`config.mk`:
```
export PLATFORM = sky130hd
export DESIGN_NAME = sacl_row_update
export DESIGN_NICKNAME = d
export VERILOG_FILES = /design/src/sv/sacl_pkg.sv /design/src/sv/sacl_row_update.sv
export SDC_FILE = /design/constraint.sdc
export NUM_CORES = 1
export LEC_CHECK = 0
export BUFFER_PORTS_ARGS = -buffer_cell sky130_fd_sc_hd__buf_4
export CAP_MARGIN = 20
export CORE_ASPECT_RATIO = 2
export CORE_UTILIZATION = 25
export DETAILED_ROUTE_END_ITERATION = 7
export GPL_TIMING_DRIVEN = 0
export SKIP_LAST_GASP = 1
export SYNTH_ARGS = -nofsm -noshare
export SYNTH_HDL_FRONTEND = slang
export SYNTH_SLANG_ARGS = --single-unit
```
`constraint.sdc`:
```
create_clock -name vclk -period 39.7
set_input_delay 5.955 -clock vclk [all_inputs]
set_output_delay 5.955 -clock vclk [all_outputs]
set_load 0.02 [all_outputs]
```
`src/sv/sacl_pkg.sv`:
```
package sacl_pkg;

  localparam int WAYS     = 8;
  localparam int WAY_W    = 3;
  localparam int SETS     = 256;
  localparam int SET_W    = 8;
  localparam int ADDR_W   = 32;
  localparam int CNT_W    = 32;
  localparam int AGE_W    = 3;
  localparam int AGE_MAX  = 7;
  localparam int IBITS_W  = 4;
  localparam int OBITS_W  = 5;
  localparam int WIU_W    = 4;
  localparam int CFG_IDX_W  = 2;
  localparam int CFG_DATA_W = 5;
  localparam int OUT_W    = 72;

  localparam logic [CFG_IDX_W-1:0] CFG_INDEX_BITS  = 2'd0;
  localparam logic [CFG_IDX_W-1:0] CFG_OFFSET_BITS = 2'd1;
  localparam logic [CFG_IDX_W-1:0] CFG_WAYS_IN_USE = 2'd2;

  typedef struct packed {
    logic [WAYS-1:0][AGE_W-1:0] age;
    logic [WAYS-1:0]            valid;
  } row_t;

  typedef struct packed {
    logic             hit;
    logic [WAY_W-1:0] hit_way;
    logic [WAYS-1:0]  use_mask;
  } upd_in_t;

  typedef struct packed {
    logic [WAY_W-1:0] way;
    logic             evicted;
  } upd_out_t;

  typedef enum logic [2:0] {
    ST_IDLE   = 3'b001,
    ST_SCAN   = 3'b010,
    ST_UPDATE = 3'b100
  } state_t;

endpackage

```
`src/sv/sacl_row_update.sv`:
```
module sacl_row_update (
  input  sacl_pkg::row_t     row_in,
  input  sacl_pkg::upd_in_t  ctl,
  output sacl_pkg::row_t     row_out,
  output sacl_pkg::upd_out_t res
);

  logic                            empty_found;
  logic [sacl_pkg::WAY_W-1:0]      empty_way;
  logic [sacl_pkg::AGE_W-1:0]      best;
  logic [sacl_pkg::WAY_W-1:0]      victim;
  logic [sacl_pkg::WAY_W-1:0]      target;
  logic [sacl_pkg::AGE_W:0]        limit;

  always_comb begin
    empty_found = 1'b0;
    empty_way   = '0;
    for (int w = sacl_pkg::WAYS - 1; w >= 0; w--) begin
      if (ctl.use_mask[w] && !row_in.valid[w]) begin
        empty_found = 1'b1;
        empty_way   = sacl_pkg::WAY_W'(w);
      end
    end

    best   = '0;
    victim = '0;
    for (int w = 0; w < sacl_pkg::WAYS; w++) begin
      if (ctl.use_mask[w] && row_in.age[w] > best) begin
        best   = row_in.age[w];
        victim = sacl_pkg::WAY_W'(w);
      end
    end

    priority if (ctl.hit) begin
      target = ctl.hit_way;
      limit  = {1'b0, row_in.age[ctl.hit_way]};
    end else if (empty_found) begin
      target = empty_way;
      limit  = (sacl_pkg::AGE_W+1)'(sacl_pkg::AGE_MAX + 1);
    end else begin
      target = victim;
      limit  = {1'b0, best};
    end

    row_out = row_in;
    for (int w = 0; w < sacl_pkg::WAYS; w++) begin
      if (sacl_pkg::WAY_W'(w) == target) begin
        row_out.valid[w] = 1'b1;
        row_out.age[w]   = '0;
      end else if (ctl.use_mask[w] && row_in.valid[w] && ({1'b0, row_in.age[w]} < limit)
                   && (row_in.age[w] != sacl_pkg::AGE_W'(sacl_pkg::AGE_MAX))) begin
        row_out.age[w] = row_in.age[w] + sacl_pkg::AGE_W'(1);
      end
    end

    res.way     = target;
    res.evicted = !ctl.hit && !empty_found;
  end

endmodule

```
==> out/results.ini <==
[placed_design]
place.gp.congestion=0.960
placed_area_mm2=0.00359
io_buffers=76
dp_slack_ns=15.72
dp_hpwl_mm=9.88

[setup_path]
cpLargestDelayFamily=simple AND/OR/NAND/NOR gates
crit_arrival_ns=18.21
crit_cells=52
crit_slowest_cell=nor3_1
start_kind=input pin
cp_common_cell=ha_1
cp_num_buf_inv=3
cp_data_required_time_ns=33.74
critPathMaxFanout=10
critPathMaxStageDelay_ns=0.75
critical_path_class=input pin to output port
end_kind=output port

[sta]
rsz0062_at_grt=false
finalCritPeriodShare_pct=60.9
fin_ws_ns=15.54
worstMarginPinSlew_ns=1.14
fmax_mhz=41.4
setup_viol_count_final=0
min_period_ns=24.16
hold_viol=0
slew_viol_final=0
slew_headroom_pct=24.0
finalSetupTns_ns=0

[logic_synthesis]
synth.area.top_cells=ha_1, nand2_1, mux2i_1, mux4_2, o21ai_0
yosysSeqAreaShare_pct=0
synth_common_cells=nand2_1, ha_1, nor2_1
synth_warnings=0
netlist.area_leader.share_pct=16.7
synthesis.nets=489
synth_most_common_cell=nand2_1
synth_cell_types=69
syn_inst=407
syn_avg_cell_area_um2=7.00
synth_area_mm2=0.00285
yosysTopAreaCell=ha_1

[cells_and_area]
final_util_pct=32.6
drive_gt1_share_pct=23.0
final_cell_area_mm2=0.00359
regArea_um2=0
multi_input_area_mm2=0.00272
antennaDiodeCount=0
syn_to_final_growth_pct=26.2
n_fill_cell=1206
final_nets=567
clock_buffer_count=0
seq_cell_count=0

[floorplan]
row_count=54
design.core.area_mm2=0.0110
num_io_pins=80
die_width_um=77.5
die_y_um=153
start_util_pct=25.9
dieArea_mm2=0.0118

[clocking]
postCtsHoldBufs=0
ctsResizeCount=0
cts_setup_buffers=0

[global_routing]
grt_max_degree=11
grt.total_usage_pct=19.7
antenna_found_initial=0
overflow=0
grt_pass1_wl_mm=18.8
grt_pass1_vias=3790

[route]
vias=3665
dr.pass1.iters=5
wirelength_mm=11.7
avgRoutedWirePerCell_um=18.8
drt_iter0_drc=294
antenna_left=0
drcViolationCount=0
via_per_inst=5.88

[hold_path]
holdPathStages=3
hp-class=input pin to output port

[outcome]
status=finished, final reports clean

[pwr]
p_leak_nw=1.69
vdd_drop_max_mv=0.00897
powerDensity_mw_per_mm2=19.1
power.total_uw=68.7

[job]
cap_viol_max_count=0

[cell type report]
type / instances / share of cell area, %
buffer: 11 / 1.46
timing repair buffer: 76 / 15.9
inverter: 21 / 2.19
multi-input combinational: 375 / 75.6
tap: 140 / 4.87
[path summary, 6_finish.rpt]
path	from	endpoint
min	row_in[0]	row_out[0]
max	row_in[8]	row_out[19]
[placed cells by master, fill, tap and decap left out, types with 5 or more instances in the layout]
cell,count
a211o_1,7
a21o_1,6
a21oi_1,19
a31oi_1,6
and2_1,5
and3_1,7
buf_4,77
clkbuf_1,9
ha_1,38
inv_1,20
mux2i_1,14
mux4_2,6
nand2_1,56
nand2b_1,15
nand3_1,22
nor2_1,28
nor2b_1,5
nor3_1,8
o211ai_1,10
o21ai_0,25
or3_1,8
[per-stage QoR]
step                      std cells  hold WS [ns]
after floorplan                 407         12.07
after global placement          623         12.21
after detailed placement        623         12.21
after CTS                       623         12.21
after global routing            623         12.22
final                           623         12.21
[layer usage]
layer / share of wire [%] / vias to the layer above / track usage (%)
met1: 34 / 1739 / 18.5
met5: 0 / - / 0
met2: 56 / 159 / 40.2
met4: 6.4 / 0 / 11.7
met3: 3.9 / 46 / 0.955
li1: - / 1721 / -
[power by group]
part | total, mW | leakage (nW) | internal, mW | switching, mW
combinational | 0.0687 | 1.69 | 0.0274 | 0.0413
clock | 0 | 0 | 0 | 0
sequential | 0 | 0 | 0 | 0
[cell families (layout without fill, tap and decap cells)]
| logic type | Yosys count | count (layout) | synth area share (%) |
|---|---|---|---|
| simple gates | 179 | 179 | 32.5 |
| compound gates | 130 | 130 | 33.5 |
| fa+ha+maj | 42 | 42 | 18.2 |
| buf+inv | 32 | 108 | 4.61 |
| mux | 24 | 24 | 11.2 |
No activity file was read; power rests on OpenSTA's default activity.
